## config.mk

```make
export PLATFORM = sky130hd
export DESIGN_NAME = wildcard_glob_match
export DESIGN_NICKNAME = d
export VERILOG_FILES = /design/src/sv/wgm_pkg.sv /design/src/sv/wgm_cell.sv /design/src/sv/wildcard_glob_match.sv
export SDC_FILE = /design/constraint.sdc
export NUM_CORES = 1
export LEC_CHECK = 0
export ABC_AREA = 1
export BUFFER_PORTS_ARGS = -buffer_cell sky130_fd_sc_hd__buf_2
export CAP_MARGIN = 20
export CELL_PAD_IN_SITES_DETAIL_PLACEMENT = 0
export CELL_PAD_IN_SITES_GLOBAL_PLACEMENT = 1
export CORE_MARGIN = 4
export CORE_UTILIZATION = 35
export CTS_BUF_LIST = sky130_fd_sc_hd__clkbuf_16
export CTS_CLUSTER_SIZE = 10
export DETAILED_ROUTE_END_ITERATION = 8
export PLACE_DENSITY = 0.69
export SLEW_MARGIN = 25
export SYNTH_ARGS = -nofsm -noshare
export SYNTH_HDL_FRONTEND = slang
export SYNTH_HIERARCHICAL = 1
export SYNTH_SLANG_ARGS = --single-unit
```

## constraint.sdc

```tcl
create_clock -name clock -period 13.51 [get_ports clock]
set_input_delay 2.702 -clock clock [delete_from_list [all_inputs] [get_ports clock]]
set_output_delay 2.702 -clock clock [all_outputs]
set_load 0.02 [all_outputs]
```

## src/sv/wgm_pkg.sv

```systemverilog
package wgm_pkg;

   localparam int PATTERN_MAX = 32;
   localparam int LEN_W       = $clog2(PATTERN_MAX + 1);
   localparam int CHAR_W      = 8;
   localparam int KIND_W      = 2;
   localparam int RSP_W       = 8;

   localparam logic [CHAR_W-1:0] STAR_BYTE = 8'd42;
   localparam logic [CHAR_W-1:0] ANY_BYTE  = 8'd63;

   typedef enum logic [KIND_W-1:0] {
      KIND_CLEAR  = 2'd0,
      KIND_APPEND = 2'd1,
      KIND_TEXT   = 2'd2,
      KIND_END    = 2'd3
   } wgm_kind_type;

   typedef struct packed {
      logic rearm;
      logic step;
   } wgm_ctrl_type;

endpackage

```

## src/sv/wgm_cell.sv

```systemverilog
module wgm_cell
   import wgm_pkg::*;
(
   input  logic              clock,
   input  logic              reset,
   input  wgm_ctrl_type      ctrl,
   input  logic              load,
   input  logic              head,
   input  logic              valid,
   input  logic [CHAR_W-1:0] char_value,
   input  logic              close_in,
   input  logic              step_in,
   output logic              close_out,
   output logic              step_out,
   output logic              closed
);

   logic              active_ff;
   logic              active_in;
   logic [CHAR_W-1:0] byte_ff;
   logic              star_ff;
   logic              any_ff;
   logic              live;

   assign closed    = active_ff | close_in;
   assign live      = valid & closed;
   assign close_out = live & star_ff;
   assign step_out  = live & ~star_ff & (any_ff | (byte_ff == char_value));

   always_comb begin
      if (ctrl.rearm) begin
         active_in = head;
      end else if (ctrl.step) begin
         active_in = close_out | step_in;
      end else begin
         active_in = active_ff;
      end
   end

   always_ff @(posedge clock) begin
      if (reset) begin
         active_ff <= head;
      end else begin
         active_ff <= active_in;
      end
   end

   always_ff @(posedge clock) begin
      if (load) begin
         byte_ff <= char_value;
         star_ff <= (char_value == STAR_BYTE);
         any_ff  <= (char_value == ANY_BYTE);
      end
   end

endmodule

```

## src/sv/wildcard_glob_match.sv

```systemverilog
// Glob matcher over a byte stream: '*' matches any run of bytes, '?' any one byte. Each
// req beat carries a kind in tuser (clear, append pattern byte, text byte, end of text)
// and a byte in tdata; only end of text yields a rsp beat with matched and
// pattern_overflow. The pattern sits in a row of 32 cells, one per pattern position,
// each holding its byte and its reachable bit; a text byte updates every cell at once
// while the star closure ripples left to right through the row. Every kind is handled as
// its beat is accepted, so one beat is accepted per clock; rsp_tdata is registered and
// req_tready is high while that register is empty or taken in the same cycle, so input of
// any kind stalls only while a result waits with rsp_tready low.
// Patterns longer than 32 bytes set the overflow flag until the next clear.
module wildcard_glob_match
   import wgm_pkg::*;
(
   input  logic              clock,
   input  logic              reset,
   input  logic              req_tvalid,
   output logic              req_tready,
   input  logic [CHAR_W-1:0] req_tdata,   // [7:0] char_value
   input  logic [KIND_W-1:0] req_tuser,   // [1:0] kind
   output logic              rsp_tvalid,
   input  logic              rsp_tready,
   output logic [RSP_W-1:0]  rsp_tdata    // [0] matched, [1] pattern_overflow, [7:2] zero
);

   logic             accept;
   wgm_kind_type     kind;
   wgm_ctrl_type     ctrl;
   logic             append;

   logic [LEN_W-1:0] len_ff, len_in;
   logic             ovf_ff, ovf_in;
   logic             top_ff, top_in;
   logic             rsp_valid_ff, rsp_valid_in;
   logic             matched_ff, matched_in;
   logic             rsp_ovf_ff, rsp_ovf_in;

   logic [PATTERN_MAX:0]   close_chain;
   logic [PATTERN_MAX:0]   step_chain;
   logic [PATTERN_MAX:0]   closed_vec;
   logic                   hit;

   assign req_tready = ~rsp_valid_ff | rsp_tready;
   assign accept     = req_tvalid & req_tready;
   assign kind       = wgm_kind_type'(req_tuser);

   always_comb begin
      ctrl.rearm = 1'b0;
      ctrl.step  = 1'b0;
      append     = 1'b0;
      if (accept) begin
         unique case (kind)
            KIND_CLEAR:  ctrl.rearm = 1'b1;
            KIND_APPEND: append     = 1'b1;
            KIND_TEXT:   ctrl.step  = 1'b1;
            KIND_END:    ctrl.rearm = 1'b1;
            default:     ctrl.rearm = 1'b0;
         endcase
      end
   end

   assign close_chain[0] = 1'b0;
   assign step_chain[0]  = 1'b0;

   for (genvar g = 0; g < PATTERN_MAX; g++) begin : g_cell
      wgm_cell u_cell (
         .clock      (clock),
         .reset      (reset),
         .ctrl       (ctrl),
         .load       (append && (len_ff == LEN_W'(g))),
         .head       (1'(g == 0)),
         .valid      (LEN_W'(g) < len_ff),
         .char_value (req_tdata),
         .close_in   (close_chain[g]),
         .step_in    (step_chain[g]),
         .close_out  (close_chain[g+1]),
         .step_out   (step_chain[g+1]),
         .closed     (closed_vec[g])
      );
   end

   assign closed_vec[PATTERN_MAX] = top_ff | close_chain[PATTERN_MAX];
   assign hit = closed_vec[len_ff];

   always_comb begin
      len_in = len_ff;
      ovf_in = ovf_ff;
      if (accept && kind == KIND_CLEAR) begin
         len_in = '0;
         ovf_in = 1'b0;
      end else if (append) begin
         if (len_ff < LEN_W'(PATTERN_MAX)) begin
            len_in = len_ff + LEN_W'(1);
         end else begin
            ovf_in = 1'b1;
         end
      end
   end

   always_comb begin
      if (ctrl.rearm) begin
         top_in = 1'b0;
      end else if (ctrl.step) begin
         top_in = step_chain[PATTERN_MAX];
      end else begin
         top_in = top_ff;
      end
   end

   always_comb begin
      rsp_valid_in = rsp_valid_ff & ~rsp_tready;
      matched_in   = matched_ff;
      rsp_ovf_in   = rsp_ovf_ff;
      if (accept && kind == KIND_END) begin
         rsp_valid_in = 1'b1;
         matched_in   = hit & ~ovf_ff;
         rsp_ovf_in   = ovf_ff;
      end
   end

   always_ff @(posedge clock) begin
      if (reset) begin
         len_ff       <= '0;
         ovf_ff       <= 1'b0;
         top_ff       <= 1'b0;
         rsp_valid_ff <= 1'b0;
      end else begin
         len_ff       <= len_in;
         ovf_ff       <= ovf_in;
         top_ff       <= top_in;
         rsp_valid_ff <= rsp_valid_in;
      end
   end

   always_ff @(posedge clock) begin
      matched_ff <= matched_in;
      rsp_ovf_ff <= rsp_ovf_in;
   end

   assign rsp_tvalid = rsp_valid_ff;
   assign rsp_tdata  = {{(RSP_W-2){1'b0}}, rsp_ovf_ff, matched_ff};

endmodule
```

==> impl_metrics.csv <==
group,metric,value,unit
run_status,status,"finished, final reports clean",
sta,worst_pin_slew,1010,ps
finish,drive_above_1_share,9.30,%
clocking,cts_resized,0,
routing,vias,14098,
synth,synth.cell_area,19600,um2
global_routing,grt_overflow,0,
clocking,hold_buffers,0,
finish,final_area,22200,um2
clocking,cts_tree,"yes",
synth,synth_cell_types,28,
die,initial_core_util,35.5,%
die,core-area,55300,um2
setup_path,slowest_delay,390,ps
global_routing,grt_use_total,15.9,%
placed_design,hpwlAfterDp,29.6,mm
synth,ys_warn_count,6,
global_routing,grt_max_degree,75,
die,design.die.area,59900,um2
clocking,numCtsBuffers,44,
sta,fin_crit_sh,90.0,%
synth,synth_compound_area_share,4.41,%
synth,synthAdderAreaFrac,0.510,%
setup_path,crit_path_start_kind,"flip-flop",
synth,ys.flop_type,"edfxtp_1",
setup_path,end_kind,"flip-flop",
clocking,clk_pin_slew_worst_paths,50,ps
clocking,h-tree-depth,2,
die,chipWidth,245,um
placed_design,globalplace.congestion,0.903,
finish,antennaDiodeCount,0,
synth,synthCells,2255,
routing,dr.pass1.iters,5,
routing,route.detailed.drc,0,
routing,drt-initial-drc-count,928,
synth,synth-simple-area-share,24.8,%
setup_path,cp_common_cell,"nand2_1",
clocking,clk_latency,560,ps
synth,syn_area_per_cell,8.70,um2
finish,finish.utilization,40.1,%
die,pin_count,24,
power,ir_drop,0.0746,mV
setup_path,cp.arrival,12470,ps
sta,finalHoldViolCount,0,
synth,ys_ff_latch,363,
sta,min_period,12150,ps
global_routing,antenna_found_initial,0,
setup_path,critPathBufInv,33,
synth,synth.area.top_cells,"edfxtp_1, nand2_1, inv_1",
clocking,cts_setup_buffers,0,
power,power_density,112,nW/um2
routing,ant_nets,0,
sta,fmax,82.3,MHz
finish,fillerInstances,5529,
synth,async_flop_share,0,%
clocking,cts_num_sinks,363,
setup_path,critPathMaxFanout,12,
sta,drv_slew,0,
synth,synth_edf_count,354,
die,die_h,245,um
routing,vias_per_cell,4.50,
power,p_leak,0.00965,uW
synth,synthMuxAreaShare,0,%
routing,avgRoutedWirePerCell,15.1,um
sta,max_slew_margin,32.2,%
global_routing,grt_pass1_vias,13678,
setup_path,path_delay_family,"compound AO/OA/AOI/OAI gates",
sta,fin_setup_tns,0,ps
sta,rsz0062_at_grt,"no",
finish,syn_to_final_growth,13.1,%
synth,synth_top_family_by_area,"simple AND/OR/NAND/NOR gates",
placed_design,numPortBuffers,17,
clocking,clk_path_buf_depth,3,
synth,synth_largest_area_cell,"edfxtp_1",
setup_path,critical_path_required,13820,ps
sta,clock_skew,14.8,ps
sta,holdWs,452,ps
global_routing,grt_pass1_wl,75.7,mm
min_path,min_path_type,"reg -> reg",
setup_path,cpMaxStageDelayCell,"dfxtp_4",
run,cap_viol_max_count,0,
sta,setup_viol,0,
synth,synth_top_area_share,54.2,%
synth,yosysSeqAreaShare,55.1,%
setup_path,criticalPathCategory,"reg -> reg",
synth,synth_xor_area_share,5.72,%
clocking,root_buffer,"clkbuf_16",
finish,layout.nets,2391,
die,rows,86,
routing,wl,47.2,mm
placed_design,place_area,20900,um2
==> flip-flops by register name (all words and copies together), names as in the netlist <==
register	cells
matched_ff	1
g_cell.u_cell/active_ff	32
g_cell.u_cell/any_ff	32
top_ff	1
ovf_ff	1
rsp_tvalid	1
rsp_ovf_ff	1
g_cell.u_cell/byte_ff	256
len_ff	6
g_cell.u_cell/star_ff	32
==> power by group <==
group          switching [uW]  internal (uW)
combinational             135           60.5
sequential               6.08           1250
clock                     447            590
total                     589           1900
==> metrics by stage <==
| step | cells | power (uW) | setup WS, ps |
|---|---|---|---|
| finish | 3136 | 2490 | 1360 |
| floorplan | 2294 | 1380 | 2540 |
| detailed placement | 3070 | 1470 | 953 |
| global route | 3136 | 2600 | 1.20 |
| CTS | 3135 | 2530 | 901 |
| global placement | 3070 | 1470 | 1310 |
==> worst paths after layout <==
| kind | depth (start not counted) | slack (ps) | endpoint | from |
|---|---|---|---|---|
| max reg2reg | 108 | 1360 | matched_ff | len_ff[5] |
| min | 0 | 450 | rsp_ovf_ff | ovf_ff |
| max | 108 | 1360 | matched_ff | len_ff[5] |
| min reg2reg | 0 | 450 | rsp_ovf_ff | ovf_ff |
==> logic make-up (layout without fill, tap and decap cells) <==
logic type,count (synthesis),count (layout)
xor gates and xnor gates,128,128
and+or+nand+nor,1148,1148
AOI/OAI and AO/OA,131,131
buffers and inverters,475,569
adders and majority gates,8,8
DFF,363,363
other,2,41
==> final cells by class <==
| cell class | count | area [um2] | area share [%] |
|---|---|---|---|
| clock buffer | 45 | 1130 | 5.08 |
| clock inverter | 20 | 81.3 | 0.367 |
| inverter | 459 | 1730 | 7.79 |
| multi-input combinational | 1456 | 7160 | 32.3 |
| sequential | 363 | 10800 | 48.8 |
| tap | 748 | 936 | 4.22 |
| timing repair buffer | 45 | 339 | 1.53 |
==> synthesized netlist by cell type, types with 10 or more instances <==
| master | n |
|---|---|
| nand2_1 | 713 |
| inv_1 | 456 |
| edfxtp_1 | 354 |
| nor2_1 | 206 |
| xnor2_1 | 128 |
| nand3_1 | 81 |
| a21oi_1 | 43 |
| nor3_1 | 42 |
| o21a_1 | 34 |
| a21oi_2 | 32 |
| nor3_2 | 32 |
| nor4_1 | 32 |
| or2_2 | 32 |
| o21ai_0 | 19 |
| buf_4 | 10 |
==> layer usage <==
metal	up-vias	track usage [%]	part of all wire, %
met3	84	2.45	4.4
met5	-	0	0
met4	0	5.44	2.8
li1	7247	-	-
met2	255	25.7	45
met1	6512	22.0	48
==> cell usage in the layout (no fill, tap or decap), types with 5 or more instances in the layout <==
| cell type | netlist | layout |
|---|---|---|
| buf_2 | 4 | 9 |
| inv_2 | 3 | 5 |
| xnor2_1 | 128 | 128 |
| nor2_1 | 206 | 196 |
| edfxtp_1 | 354 | 354 |
| or2_2 | 32 | 32 |
| dfxtp_1 | 9 | 5 |
| conb_1 | 2 | 41 |
| nor3_2 | 32 | 32 |
| o21ai_0 | 19 | 19 |
| ha_1 | 8 | 7 |
| nor4_1 | 32 | 32 |
| nor2_4 | 3 | 5 |
| nor2_2 | 2 | 10 |
| clkinv_2 | 0 | 5 |
| buf_4 | 10 | 34 |
| o21a_1 | 34 | 34 |
| inv_1 | 456 | 465 |
| nand3_1 | 81 | 81 |
| a21oi_1 | 43 | 43 |
| nor3_1 | 42 | 42 |
| clkbuf_16 | 0 | 45 |
| nand2_1 | 713 | 713 |
| a21oi_2 | 32 | 32 |
Power figures use the tool's default switching activity.
